**src/hw/rtl/vcfgt_pkg.sv**
```systemverilog
package vcfgt_pkg;

  localparam logic [7:0] CH_COLON = 8'h3A;
  localparam logic [7:0] CH_SLASH = 8'h2F;
  localparam logic [7:0] CH_PIPE  = 8'h7C;
  localparam logic [7:0] CH_DOT   = 8'h2E;
  localparam logic [7:0] CH_ZERO  = 8'h30;
  localparam logic [7:0] CH_NINE  = 8'h39;
  localparam logic [7:0] CH_PLUS  = 8'h2B;
  localparam logic [7:0] CH_MINUS = 8'h2D;
  localparam logic [7:0] CH_SPACE = 8'h20;
  localparam logic [7:0] CH_TAB   = 8'h09;
  localparam logic [7:0] CH_CR    = 8'h0D;

  localparam logic [8:0] VALUE_CAP = 9'd256;
  localparam logic [8:0] MAX_INDEX = 9'd254;
  localparam logic [2:0] LEN_MAX   = 3'd7;
  localparam logic [1:0] SEP_MAX   = 2'd3;

  typedef enum logic [3:0] {
    PH_WS     = 4'b0001,
    PH_SIGN   = 4'b0010,
    PH_DIGITS = 4'b0100,
    PH_STOP   = 4'b1000
  } phase_t;

  typedef struct packed {
    phase_t     phase;
    logic       neg;
    logic       digits;
    logic       start;
    logic       dot;
    logic [8:0] value;
  } side_t;

  typedef struct packed {
    logic [2:0]      gt_length;
    logic [1:0]      sep_count;
    logic [7:0]      head0;
    logic            head1_sep;
    logic [7:0]      head2;
    side_t [1:0]     side;
  } snap_t;

  typedef enum logic [3:0] {
    ST_OK          = 4'd0,
    ST_EMPTY       = 4'd1,
    ST_BAD_HAPLOID = 4'd2,
    ST_BAD_FIRST   = 4'd3,
    ST_BAD_SECOND  = 4'd4,
    ST_POLYPLOID   = 4'd5,
    ST_NEG_HAPLOID = 4'd6,
    ST_EDGE        = 4'd7,
    ST_NEG_FIRST   = 4'd8,
    ST_NEG_SECOND  = 4'd9,
    ST_NO_DIGITS   = 4'd10,
    ST_TOO_LARGE   = 4'd11
  } status_t;

  function automatic logic is_digit(logic [7:0] c);
    return (c >= CH_ZERO) && (c <= CH_NINE);
  endfunction

  function automatic logic is_sep(logic [7:0] c);
    return (c == CH_SLASH) || (c == CH_PIPE);
  endfunction

endpackage

```
**src/hw/rtl/vcfgt_if.sv**
```systemverilog
interface vcfgt_in_if;
  logic       valid;
  logic       ready;
  logic [7:0] char_in;
  logic       field_end;

  modport source(output valid, output char_in, output field_end, input ready);
  modport sink(input valid, input char_in, input field_end, output ready);
endinterface

interface vcfgt_out_if;
  logic       valid;
  logic       ready;
  logic [1:0] ploidy;
  logic [7:0] first_allele;
  logic [7:0] second_allele;
  logic [3:0] status;

  modport source(output valid, output ploidy, output first_allele,
                 output second_allele, output status, input ready);
  modport sink(input valid, input ploidy, input first_allele,
               input second_allele, input status, output ready);
endinterface

```
**src/hw/rtl/vcfgt_scan.sv**
```systemverilog
module vcfgt_scan (
  input  logic             clk,
  input  logic             rst_n,
  vcfgt_in_if.sink         in_ch,
  input  logic             out_free,
  output vcfgt_pkg::snap_t snap,
  output logic             snap_valid
);

  vcfgt_pkg::snap_t live_r, live_nxt, clear_val;
  vcfgt_pkg::snap_t snap_r;
  logic             colon_r, colon_nxt;
  logic             snap_v_r, snap_v_nxt;
  logic             accept;
  logic [7:0]       c;

  function automatic logic is_space(logic [7:0] ch);
    return (ch == vcfgt_pkg::CH_SPACE) || ((ch >= vcfgt_pkg::CH_TAB) && (ch <= vcfgt_pkg::CH_CR));
  endfunction

  function automatic vcfgt_pkg::side_t feed(vcfgt_pkg::side_t s_in, logic [7:0] ch);
    vcfgt_pkg::side_t s;
    logic [11:0]      v;
    s = s_in;
    v = ({3'b000, s_in.value} << 3) + ({3'b000, s_in.value} << 1) + {8'h00, ch[3:0]};
    if (!s_in.start) begin
      s.start = 1'b1;
      s.dot   = (ch == vcfgt_pkg::CH_DOT);
    end else begin
      s.dot = 1'b0;
    end
    if (s_in.phase != vcfgt_pkg::PH_STOP) begin
      if (vcfgt_pkg::is_digit(ch)) begin
        s.value  = (v > {3'b000, vcfgt_pkg::VALUE_CAP}) ? vcfgt_pkg::VALUE_CAP : v[8:0];
        s.digits = 1'b1;
        s.phase  = vcfgt_pkg::PH_DIGITS;
      end else if ((s_in.phase == vcfgt_pkg::PH_WS) && is_space(ch)) begin
        s.phase = vcfgt_pkg::PH_WS;
      end else if ((s_in.phase == vcfgt_pkg::PH_WS) &&
                   ((ch == vcfgt_pkg::CH_PLUS) || (ch == vcfgt_pkg::CH_MINUS))) begin
        s.neg   = s_in.neg | (ch == vcfgt_pkg::CH_MINUS);
        s.phase = vcfgt_pkg::PH_SIGN;
      end else begin
        s.phase = vcfgt_pkg::PH_STOP;
      end
    end
    return s;
  endfunction

  assign in_ch.ready = !snap_v_r || out_free;
  assign accept      = in_ch.valid && in_ch.ready;
  assign c           = in_ch.char_in;
  assign snap        = snap_r;
  assign snap_valid  = snap_v_r;

  always_comb begin
    clear_val               = '0;
    clear_val.side[0].phase = vcfgt_pkg::PH_WS;
    clear_val.side[1].phase = vcfgt_pkg::PH_WS;
  end

  always_comb begin
    live_nxt  = live_r;
    colon_nxt = colon_r;
    if (!colon_r) begin
      if (c == vcfgt_pkg::CH_COLON) begin
        colon_nxt = 1'b1;
      end else begin
        case (live_r.gt_length)
          3'd0:    live_nxt.head0     = c;
          3'd1:    live_nxt.head1_sep = vcfgt_pkg::is_sep(c);
          3'd2:    live_nxt.head2     = c;
          default: ;
        endcase
        if (live_r.gt_length != vcfgt_pkg::LEN_MAX) begin
          live_nxt.gt_length = live_r.gt_length + 3'd1;
        end
        if (vcfgt_pkg::is_sep(c)) begin
          if (live_r.sep_count != vcfgt_pkg::SEP_MAX) begin
            live_nxt.sep_count = live_r.sep_count + 2'd1;
          end
        end else if (!live_r.sep_count[1]) begin
          live_nxt.side[live_r.sep_count[0]] = feed(live_r.side[live_r.sep_count[0]], c);
        end
      end
    end
  end

  always_comb begin
    snap_v_nxt = snap_v_r;
    if (accept && in_ch.field_end) begin
      snap_v_nxt = 1'b1;
    end else if (out_free) begin
      snap_v_nxt = 1'b0;
    end
  end

  always_ff @(posedge clk) begin
    if (!rst_n) begin
      live_r   <= clear_val;
      colon_r  <= 1'b0;
      snap_v_r <= 1'b0;
    end else begin
      snap_v_r <= snap_v_nxt;
      if (accept) begin
        if (in_ch.field_end) begin
          live_r  <= clear_val;
          colon_r <= 1'b0;
        end else begin
          live_r  <= live_nxt;
          colon_r <= colon_nxt;
        end
      end
    end
  end

  always_ff @(posedge clk) begin
    if (accept && in_ch.field_end) begin
      snap_r <= live_nxt;
    end
  end

endmodule

```
**src/hw/rtl/vcfgt_finish.sv**
```systemverilog
module vcfgt_finish (
  input  logic             clk,
  input  logic             rst_n,
  input  vcfgt_pkg::snap_t snap,
  input  logic             snap_valid,
  output logic             out_free,
  vcfgt_out_if.source      out_ch
);

  typedef enum logic [1:0] {
    JG_OK    = 2'd0,
    JG_NODIG = 2'd1,
    JG_NEG   = 2'd2,
    JG_BIG   = 2'd3
  } judge_t;

  logic               out_v_r;
  logic [1:0]         ploidy_r, ploidy_nxt;
  logic [7:0]         a_r, a_nxt, b_r, b_nxt;
  vcfgt_pkg::status_t st_r, st_nxt;
  judge_t             j0, j1;
  logic               m0, m1;
  logic               load;

  function automatic judge_t judge(vcfgt_pkg::side_t s);
    if (!s.digits) return JG_NODIG;
    if (s.neg && (s.value != 9'd0)) return JG_NEG;
    if (s.value > vcfgt_pkg::MAX_INDEX) return JG_BIG;
    return JG_OK;
  endfunction

  function automatic logic short_ok(logic [7:0] ch);
    return (ch == vcfgt_pkg::CH_DOT) || vcfgt_pkg::is_digit(ch);
  endfunction

  function automatic logic [7:0] short_code(logic [7:0] ch);
    return (ch == vcfgt_pkg::CH_DOT) ? 8'd0 : ({4'h0, ch[3:0]} + 8'd1);
  endfunction

  assign m0 = snap.side[0].dot;
  assign m1 = snap.side[1].dot;
  assign j0 = judge(snap.side[0]);
  assign j1 = judge(snap.side[1]);

  always_comb begin
    ploidy_nxt = 2'd0;
    a_nxt      = 8'd0;
    b_nxt      = 8'd0;
    st_nxt     = vcfgt_pkg::ST_OK;
    if (snap.gt_length == 3'd0) begin
      st_nxt = vcfgt_pkg::ST_EMPTY;
    end else if (snap.gt_length == 3'd1) begin
      if (short_ok(snap.head0)) begin
        ploidy_nxt = 2'd1;
        a_nxt      = short_code(snap.head0);
      end else begin
        st_nxt = vcfgt_pkg::ST_BAD_HAPLOID;
      end
    end else if ((snap.gt_length == 3'd3) && snap.head1_sep) begin
      if (!short_ok(snap.head0)) begin
        st_nxt = vcfgt_pkg::ST_BAD_FIRST;
      end else if (!short_ok(snap.head2)) begin
        st_nxt = vcfgt_pkg::ST_BAD_SECOND;
      end else begin
        ploidy_nxt = 2'd2;
        a_nxt      = short_code(snap.head0);
        b_nxt      = short_code(snap.head2);
      end
    end else if (snap.sep_count[1]) begin
      st_nxt = vcfgt_pkg::ST_POLYPLOID;
    end else if (snap.sep_count == 2'd0) begin
      case (j0)
        JG_NODIG: st_nxt = vcfgt_pkg::ST_NO_DIGITS;
        JG_NEG:   st_nxt = vcfgt_pkg::ST_NEG_HAPLOID;
        JG_BIG:   st_nxt = vcfgt_pkg::ST_TOO_LARGE;
        default: begin
          ploidy_nxt = 2'd1;
          a_nxt      = 8'(snap.side[0].value + 9'd1);
        end
      endcase
    end else if (!snap.side[0].start || !snap.side[1].start) begin
      st_nxt = vcfgt_pkg::ST_EDGE;
    end else if (!m0 && (j0 == JG_NODIG)) begin
      st_nxt = vcfgt_pkg::ST_NO_DIGITS;
    end else if (!m0 && (j0 == JG_NEG)) begin
      st_nxt = vcfgt_pkg::ST_NEG_FIRST;
    end else if (!m1 && (j1 == JG_NODIG)) begin
      st_nxt = vcfgt_pkg::ST_NO_DIGITS;
    end else if (!m1 && (j1 == JG_NEG)) begin
      st_nxt = vcfgt_pkg::ST_NEG_SECOND;
    end else if ((!m0 && (j0 == JG_BIG)) || (!m1 && (j1 == JG_BIG))) begin
      st_nxt = vcfgt_pkg::ST_TOO_LARGE;
    end else begin
      ploidy_nxt = 2'd2;
      a_nxt      = m0 ? 8'd0 : 8'(snap.side[0].value + 9'd1);
      b_nxt      = m1 ? 8'd0 : 8'(snap.side[1].value + 9'd1);
    end
  end

  assign out_free = !out_v_r || out_ch.ready;
  assign load     = snap_valid && out_free;

  always_ff @(posedge clk) begin
    if (!rst_n) begin
      out_v_r <= 1'b0;
    end else if (out_free) begin
      out_v_r <= snap_valid;
    end
  end

  always_ff @(posedge clk) begin
    if (load) begin
      ploidy_r <= ploidy_nxt;
      a_r      <= a_nxt;
      b_r      <= b_nxt;
      st_r     <= st_nxt;
    end
  end

  assign out_ch.valid         = out_v_r;
  assign out_ch.ploidy        = ploidy_r;
  assign out_ch.first_allele  = a_r;
  assign out_ch.second_allele = b_r;
  assign out_ch.status        = st_r;

endmodule

```
**src/hw/rtl/vcf_genotype_field_parser.sv**
```systemverilog
// Parses the GT part of one VCF sample column, fed one byte per request with
// field_end on the column's last byte; bytes from the first colon on are
// skipped. Throughput is one byte per cycle while in_ch.ready is high, with
// no gaps between columns. The result (ploidy, two allele codes as index
// plus one or 0 for missing, and a status) is registered on out_ch: the edge
// that accepts the field_end byte updates the byte scanner and snapshots its
// state, then the decoded result is registered. A stalled result blocks
// input only when a second finished column is already waiting behind it.
module vcf_genotype_field_parser (
  input logic         clk,
  input logic         rst_n,
  vcfgt_in_if.sink    in_ch,
  vcfgt_out_if.source out_ch
);

  vcfgt_pkg::snap_t snap;
  logic             snap_valid;
  logic             out_free;

  vcfgt_scan u_scan (
    .clk        (clk),
    .rst_n      (rst_n),
    .in_ch      (in_ch),
    .out_free   (out_free),
    .snap       (snap),
    .snap_valid (snap_valid)
  );

  vcfgt_finish u_finish (
    .clk        (clk),
    .rst_n      (rst_n),
    .snap       (snap),
    .snap_valid (snap_valid),
    .out_free   (out_free),
    .out_ch     (out_ch)
  );

endmodule

```
**src/flat_wrapper.sv**
```systemverilog
// flat-port wrapper written by rule: the top's interface ports become plain ports
module vcf_genotype_field_parser_flat 
  (clk, rst_n, in_ch_valid, in_ch_char_in, in_ch_field_end, in_ch_ready, out_ch_valid, out_ch_ploidy, out_ch_first_allele, out_ch_second_allele, out_ch_status, out_ch_ready);
  vcfgt_in_if in_ch_i ();
  vcfgt_out_if out_ch_i ();
  input logic clk;
  input logic rst_n;
  input wire logic [$bits(in_ch_i.valid)-1:0] in_ch_valid;
  input wire logic [$bits(in_ch_i.char_in)-1:0] in_ch_char_in;
  input wire logic [$bits(in_ch_i.field_end)-1:0] in_ch_field_end;
  output wire logic [$bits(in_ch_i.ready)-1:0] in_ch_ready;
  output wire logic [$bits(out_ch_i.valid)-1:0] out_ch_valid;
  output wire logic [$bits(out_ch_i.ploidy)-1:0] out_ch_ploidy;
  output wire logic [$bits(out_ch_i.first_allele)-1:0] out_ch_first_allele;
  output wire logic [$bits(out_ch_i.second_allele)-1:0] out_ch_second_allele;
  output wire logic [$bits(out_ch_i.status)-1:0] out_ch_status;
  input wire logic [$bits(out_ch_i.ready)-1:0] out_ch_ready;
  assign in_ch_i.valid = in_ch_valid;
  assign in_ch_i.char_in = in_ch_char_in;
  assign in_ch_i.field_end = in_ch_field_end;
  assign in_ch_ready = in_ch_i.ready;
  assign out_ch_valid = out_ch_i.valid;
  assign out_ch_ploidy = out_ch_i.ploidy;
  assign out_ch_first_allele = out_ch_i.first_allele;
  assign out_ch_second_allele = out_ch_i.second_allele;
  assign out_ch_status = out_ch_i.status;
  assign out_ch_i.ready = out_ch_ready;
  vcf_genotype_field_parser u_core (.clk(clk), .rst_n(rst_n), .in_ch(in_ch_i), .out_ch(out_ch_i));
endmodule
```
**config.mk**
```make
export PLATFORM = sky130hd
export DESIGN_NAME = vcf_genotype_field_parser_flat
export DESIGN_NICKNAME = d
export VERILOG_FILES = /design/src/hw/rtl/vcfgt_pkg.sv /design/src/hw/rtl/vcfgt_if.sv /design/src/hw/rtl/vcfgt_scan.sv /design/src/hw/rtl/vcfgt_finish.sv /design/src/hw/rtl/vcf_genotype_field_parser.sv /design/src/flat_wrapper.sv
export SDC_FILE = /design/constraint.sdc
export NUM_CORES = 1
export LEC_CHECK = 0
export BUFFER_PORTS_ARGS = -buffer_cell sky130_fd_sc_hd__clkbuf_2
export CORE_ASPECT_RATIO = 1.2
export CORE_MARGIN = 2
export CORE_UTILIZATION = 60
export DETAILED_ROUTE_END_ITERATION = 8
export PLACE_DENSITY_LB_ADDON = 0.05
export SLEW_MARGIN = 20
export SYNTH_ARGS = -nofsm -noshare
export SYNTH_HDL_FRONTEND = slang
export SYNTH_HIERARCHICAL = 1
export SYNTH_SLANG_ARGS = --single-unit
```
**constraint.sdc**
```tcl
create_clock -name clk -period 5.6 [get_ports clk]
set_clock_uncertainty 0.15 [all_clocks]
set_input_delay 0.28 -clock clk [delete_from_list [all_inputs] [get_ports clk]]
set_output_delay 0.28 -clock clk [all_outputs]
set_load 0.02 [all_outputs]
```
; ---- Word level (Yosys, flattened, before mapping)
; Index checks and enable logic that the tools add are counted.
[classes]
add_sub_neg = 8
multipliers = 0
div_mod_pow = 0
magnitude_cmp = 13
n_eq_ne = 27
shift = 0
n_mux = 128
bitwise_logic = 1
n_reduce_logical = 43
[op_table]
columns = operator, n
row1 = $mux 8, 24
row2 = $mux 56, 3
row3 = $mux 34, 2
row4 = $eq 8x6->1 const B, 8
row5 = $mux 9, 7
row6 = $mux 2, 27
row7 = $mux 4, 13
row8 = $mux 17, 3
row9 = $mux 5, 7
row10 = $bwmux 34, 1
row11 = $mux 1, 31
row12 = $mux 6, 5
row13 = $ge 8x6->1 const B, 3
row14 = $le 8x6->1 const B, 3
row15 = $logic_and 1x1->1, 19
row16 = $gt 9x8->1 const B, 2
row17 = $reduce_bool 9->1, 2
row18 = $demux 17 s1, 1
row19 = $add 8x1->8 const B, 2
row20 = $add 12x10->12, 1
row21 = $add 12x4->12, 1
row22 = $gt 12x9->1 const B, 1
row23 = $pmux 4 s3, 1
row24 = $add 4x1->5 const B, 2
row25 = other kinds (25), 51
[totals]
reg_bits = 129
latch_bits = 0
ramBits = 0
rom_bits = 0
elab_cells = 259
memories = 0

; ---- Logic depth before layout (Yosys ltp)
; Gate-level depths: netlist of run 1.
[depth]
ltp_word = 22
depth_mapped = 15

; ---- Modules after synthesis
; The synthesis of run 1 kept the hierarchy.
[modules_own_cells]
columns = module, instances, cells_per_inst, area_per_inst_um2
row1 = vcfgt_scan, 1, 525, 5755.5
row2 = vcfgt_finish, 1, 183, 1779.2

; ---- Least setup slack after synthesis of run 1
; Ideal clock, no wire load.
[synth_timing]
path_type = flip-flop to flip-flop
startpoint = reg u_core/u_scan/live_r[51] (netlist bit)
endpoint = reg u_core.u_scan.snap_r, in the netlist u_core/u_scan/snap[4], data pin
t_arrival_ns = 4.037
required_time_ns = 5.190
path_slack_ns = 1.153
path_stages_with_launch = 15
synth_period_minus_slack_ns = 4.447
path_cell_list = dfxtp_1 buf_2 buf_1 mux2i_1 inv_1 fa_1 fa_1 a21o_1 a221oi_2 o21a_1 o31ai_2 nor3_2 buf_6 o32ai_1 mux2_2
[synth_lines]
columns = item, line
row1 = start: declaration, vcfgt_scan.sv:10  ; vcfgt_pkg::snap_t live_r, live_nxt, clear_val;
row2 = start signal: assignment, vcfgt_scan.sv:100  ; live_r <= clear_val;
row3 = start signal: assignment, vcfgt_scan.sv:107  ; live_r <= clear_val;
row4 = start signal: assignment, vcfgt_scan.sv:110  ; live_r <= live_nxt;
row5 = end signal: assignment, vcfgt_scan.sv:119  ; snap_r <= live_nxt;
row6 = end: declaration, vcfgt_scan.sv:11  ; vcfgt_pkg::snap_t snap_r;

==> results of run 1 <==
==> through the flow <==
stage          setup WS, ps  hold WS [ps]  total power, mW  cell area (um^2)
2_1_floorplan          1150           279             1.15              7230
3_3_place_gp           1280           293             1.19              7510
3_5_place_dp           1230           313             1.19              7510
4_1_cts                1220          52.9             2.36              8140
5_1_grt                 884          68.8             2.42              8140
6_report               1190          57.4             2.35              8140
==> power groups by stage <==
stage | clock, mW | sequential [mW] | combinational (mW)
after floorplan | 0 | 1.06 | 0.0929
after global routing | 1.23 | 1.04 | 0.150
after global placement | 0 | 1.06 | 0.132
final | 1.17 | 1.04 | 0.138
after detailed placement | 0 | 1.06 | 0.135
after CTS | 1.18 | 1.04 | 0.136
==> layer usage <==
| metal | wire, um | track usage [%] |
|---|---|---|
| met1 | 7120 | 33.8 |
| met2 | 8000 | 43.0 |
| met3 | 897 | 6.44 |
| met4 | 362 | 9.62 |
| met5 | 0 | 0 |
==> final timing paths <==
path / startpoint / end / slack (ps) / depth (start not counted)
max: u_core/u_scan/live_r[51] / u_core/u_scan/snap[0] / 1190 / 10
min: out_ch_ready / u_core/u_finish/out_ch.valid / 60 / 3
max reg2reg: u_core/u_scan/live_r[51] / u_core/u_scan/snap[0] / 1190 / 10
min reg2reg: u_core/u_scan/live_r[11] / u_core/u_scan/live_r[11] / 320 / 2
==> cells in the final DEF, fill, tap and decap left out, types with 4 or more instances in the layout <==
cell type	n
and4b_1	4
and3_1	5
clkbuf_2	36
o21ai_0	33
nand2_1	32
a21boi_0	4
mux2i_1	8
nor4_1	6
bufinv_16	4
clkbuf_16	17
or2_2	7
or3_1	4
xnor2_1	8
nand2b_1	6
nor3b_1	8
nand3_1	30
mux2_2	37
a21o_1	23
a22oi_1	26
o32ai_1	9
nor2b_1	30
o22ai_1	8
xor2_1	16
nor3_1	10
ha_1	37
clkinv_4	5
dfxtp_1	59
and2_1	9
nor2_1	35
a21oi_1	18
o21ai_1	5
inv_1	38
edfxtp_1	70
==> layout make-up <==
class                   instances  area (um^2)
fillers                       878         3530
clock buffers                  17          425
repair buffers                 39          203
multi-input cells             490         3680
clock inverters                15          209
well taps                     157          196
flip-flops and latches        129         3280
inverters                      38          143
==> registers in the layout, indices dropped and copies added, names as in the netlist <==
signal,cells
u_core/u_finish/out_ch.valid,1
u_core/u_finish/out_ch.second_allele,8
u_core/u_scan/live_r,56
u_core/u_scan/colon_r,1
u_core/u_scan/snap,48
u_core/u_finish/out_ch.status,4
u_core/u_finish/out_ch.ploidy,2
u_core/u_finish/out_ch.first_allele,8
u_core/u_scan/snap_valid,1
==> worst register-to-register path, delay by kind of cell (launching register included) <==
family,cells,cell delay [ps]
adder cells (fa/ha/maj),2,1000
buffers and inverters,1,140
flip-flops,1,630
XOR/XNOR,1,180
AO/OA/AOI/OAI,4,1320
multiplexers,2,730
==> impl_metrics.json, run 1 <==
{
  "status": "finished, final reports clean",
  "rsz0062_at_grt": "no",
  "crit_path_start_kind": "register",
  "synth_warnings": 6,
  "critical_path_class": "reg -> reg",
  "power.leakage_nw": 3.39,
  "power_switching_mw": 0.530,
  "path_clk_slew_ps": 60,
  "fin_util_pct": 69.7,
  "drc_errors": 0,
  "hp-class": "in -> reg",
  "cts_tree": "done",
  "first_pass_iters": 6,
  "drive_above_1_share_pct": 19.1,
  "setup_tns_ps": 0,
  "synth.avg_cell_area_um2": 10.5,
  "cts_root_buffer": "clkbuf_16",
  "internal_power_mw": 1.82,
  "cts.sinks": 129,
  "die-area_um2": 13000,
  "postRouteWirelength_um": 16400,
  "ir_drop_mv": 0.213,
  "post-route-period-util_pct": 78.7,
  "cts_hold_buf": 0,
  "drv_cap": 0,
  "cp-end-kind": "register",
  "synth_area_um2": 7230,
  "rows": 43,
  "vias_per_cell": 6.18,
  "postSynthNetCount": 738,
  "cts_htree_levels": 4,
  "place.gp.congestion": 0.927,
  "die-height_um": 124,
  "syn_inst": 686,
  "antenna_found_initial": 0,
  "p_per_area_nw_per_um2": 288,
  "grt_pass1_wl_um": 27000,
  "finalMaxSlewViolations": 0,
  "die_w_um": 104,
  "path_cells": "mux2i_1, inv_1, fa_1, fa_1, a21o_1, a221oi_2, xor2_1, o211ai_2, o32ai_1, mux2_2",
  "antenna_cells": 0,
  "grt_max_degree": 54,
  "grt_remaining_overflow": 0,
  "hold_viol": 0,
  "power.share.sequential_pct": 44.3,
  "clockBufferDepth": 2,
  "combPwrFrac_pct": 5.9,
  "crit_arrival_ps": 4420,
  "dp_cells": 853,
  "final_cells": 885,
  "core-area_um2": 11700,
  "critPathMaxFanout": 10,
  "clk_latency_ps": 420,
  "max_freq_mhz": 227,
  "initial_utilization_pct": 62.0,
  "fin_nets": 767,
  "clkPwrFrac_pct": 49.8,
  "crit_top_cell": "fa_1",
  "ios": 37,
  "switching_share_pct": 22.6,
  "grtUsageTotal_pct": 26.2,
  "place_hpwl_um": 11600,
  "antenna_left": 0,
  "ctsResizeCount": 0,
  "slew-limit-headroom_pct": 29.1,
  "vias": 5470,
  "cts_buffers": 17,
  "critPathTopFamily": "compound AO/OA/AOI/OAI gates",
  "crit_buf_inv": 1,
  "setup_viol": 0,
  "critPathMaxStageDelay_ps": 630,
  "area_delta_synth_final_pct": 12.5,
  "routedWlPerCell_um": 18.5,
  "port_buffers": 36,
  "postCtsSetupRepairBufs": 0,
  "required_ps": 5610,
  "slowest_stage": "dfxtp_1",
  "period_needed_ps": 4410,
  "tightest_slew_ps": 1060,
  "grt_pass1_vias": 5347,
  "drtIter0Drc": 408
}
Note: power is estimated with default switching activity, not from simulation.
==> inputs of run 2 (changes only) <==
==> constraint.sdc (replaced) <==
create_clock -name clk -period 4.5 [get_ports clk]
set_clock_uncertainty 0.15 [all_clocks]
set_input_delay 0.225 -clock clk [delete_from_list [all_inputs] [get_ports clk]]
set_output_delay 0.225 -clock clk [all_outputs]
set_load 0.02 [all_outputs]
==> impl_metrics.json, run 2 (synthesis gave the netlist of run 1 again) <==
{
  "status": "finished, final reports clean",
  "drtIter0Drc": 439,
  "placed_area_um2": 7570,
  "wl_met2_um": 7710,
  "critPathTopFamily": "compound AO/OA/AOI/OAI gates",
  "antenna_left": 0,
  "cts.sinks": 129,
  "r2r_start": "u_core/u_scan/live_r[51]",
  "vias": 5428,
  "antenna_cells": 0,
  "die-height_um": 124,
  "place_hpwl_um": 11700,
  "grt_pass1_wl_um": 26500,
  "grt_pass1_vias": 5211,
  "drive_above_1_share_pct": 19.8,
  "first_pass_iters": 7,
  "highest_layer": "met4",
  "reg2reg_depth": 12,
  "met3_length_um": 791,
  "worst-path-stages": 12,
  "hp-class": "in -> reg",
  "place.gp.congestion": 0.854,
  "post-route-period-util_pct": 95.1,
  "initial_utilization_pct": 62.0,
  "critPathMaxFanout": 10,
  "crit_arrival_ps": 4480,
  "cts_root_buffer": "clkbuf_16",
  "fin_util_pct": 69.7,
  "power.leakage_nw": 3.39,
  "setup_tns_ps": 0,
  "clk_latency_ps": 410,
  "period_needed_ps": 4280,
  "antenna_found_initial": 0,
  "cts_buffers": 17,
  "cts_htree_levels": 4,
  "cp-startpoint": "u_core/u_scan/live_r[51]",
  "hp-start": "in_ch_char_in[7]",
  "hold_viol": 0,
  "critical_path_class": "reg -> reg",
  "clockBufferDepth": 2,
  "die_w_um": 104,
  "path_cells": "buf_4, mux2i_1, inv_1, ha_1, ha_1, a21o_1, or3_1, o21ai_0, xnor2_1, o211ai_2, nor4_4, a21o_1",
  "cts_tree": "done",
  "ir_drop_mv": 0.276,
  "p_per_area_nw_per_um2": 339,
  "die-area_um2": 13000,
  "fillers": 909,
  "max_freq_mhz": 234,
  "rows": 43,
  "ctsResizeCount": 0,
  "final_cell_area_um2": 8140,
  "slowest_stage": "nor4_4",
  "mostFrequentLayoutCell": "edfxtp_1",
  "area_delta_synth_final_pct": 12.6,
  "rsz0062_at_grt": "no",
  "drc_errors": 0,
  "postRouteWirelength_um": 16300,
  "hold_depth": 3,
  "vias_per_cell": 6.06,
  "cp-end-kind": "register",
  "core-area_um2": 11700,
  "slew-limit-headroom_pct": 24.0,
  "crit_buf_inv": 2,
  "drv_cap": 0,
  "met1_length_um": 7530,
  "finalMaxSlewViolations": 0,
  "top_register": "u_core/u_scan/live_r",
  "required_ps": 4700,
  "fin_nets": 777,
  "tightest_slew_ps": 1130,
  "port_buffers": 36,
  "grt_remaining_overflow": 0,
  "path_clk_slew_ps": 60,
  "crit_path_start_kind": "register",
  "setup_viol": 0,
  "mostFrequentLayoutCells": "edfxtp_1, dfxtp_1, inv_1",
  "critPathMaxStageDelay_ps": 670,
  "routedWlPerCell_um": 18.3,
  "grtUsageTotal_pct": 25.9,
  "largest_register_ffs": 56,
  "ios": 37,
  "grt_max_degree": 54
}
## run 2: layout make-up
class                           count  area (um^2)  area share (%)
Sequential cell                   129         3280            40.3
Tap cell                          157          196            2.41
Inverter                           38          143            1.75
Multi-Input combinational cell    490         3680            45.2
Timing Repair Buffer               49          280            3.44
Clock inverter                     15          134            1.64
Clock buffer                       17          425            5.22
## run 2: stage by stage
stage | worst slack, ps | instances | hold slack (ps) | power (mW)
3_3_place_gp | 443 | 862 | 291 | 1.48
6_report | 223 | 895 | 41.7 | 2.76
5_1_grt | 39.4 | 895 | 45.6 | 2.85
4_1_cts | 295 | 895 | 20.4 | 2.77
2_1_floorplan | 53.2 | 686 | 229 | 1.43
3_5_place_dp | 324 | 862 | 303 | 1.48
## run 2: worst paths after layout
check	end	slack (ps)
worst max-delay path	u_core/u_scan/live_r[3]	220
worst min-delay path	u_core/u_scan/live_r[41]	40
worst max register to register	u_core/u_scan/live_r[3]	220
worst min register to register	u_core/u_scan/live_r[28]	310
## run 2: power by group
| part | internal [mW] | switching, mW |
|---|---|---|
| clock network | 0.763 | 0.531 |
| logic | 0.0592 | 0.113 |
| registers | 1.27 | 0.0226 |
| total | 2.09 | 0.666 |
## run 2: repair_timing
item,CTS,global route
setup endpoints to repair,0,0
hold buffers,1,0
endpoints found under the hold margin,1,0
setup buffers,0,0
## run 2: tightest hold or removal path: stages
cell and delay (ps):
clkbuf_2 160, a22oi_1 80, nor2b_1 100
## run 2: per-layer routing
| metal | GRT usage [%] | vias to the layer above |
|---|---|---|
| met5 | 0 | - |
| met4 | 9.30 | 0 |
| met3 | 4.60 | 21 |
| met2 | 41.5 | 196 |
| met1 | 35.2 | 2588 |
| li1 | - | 2623 |
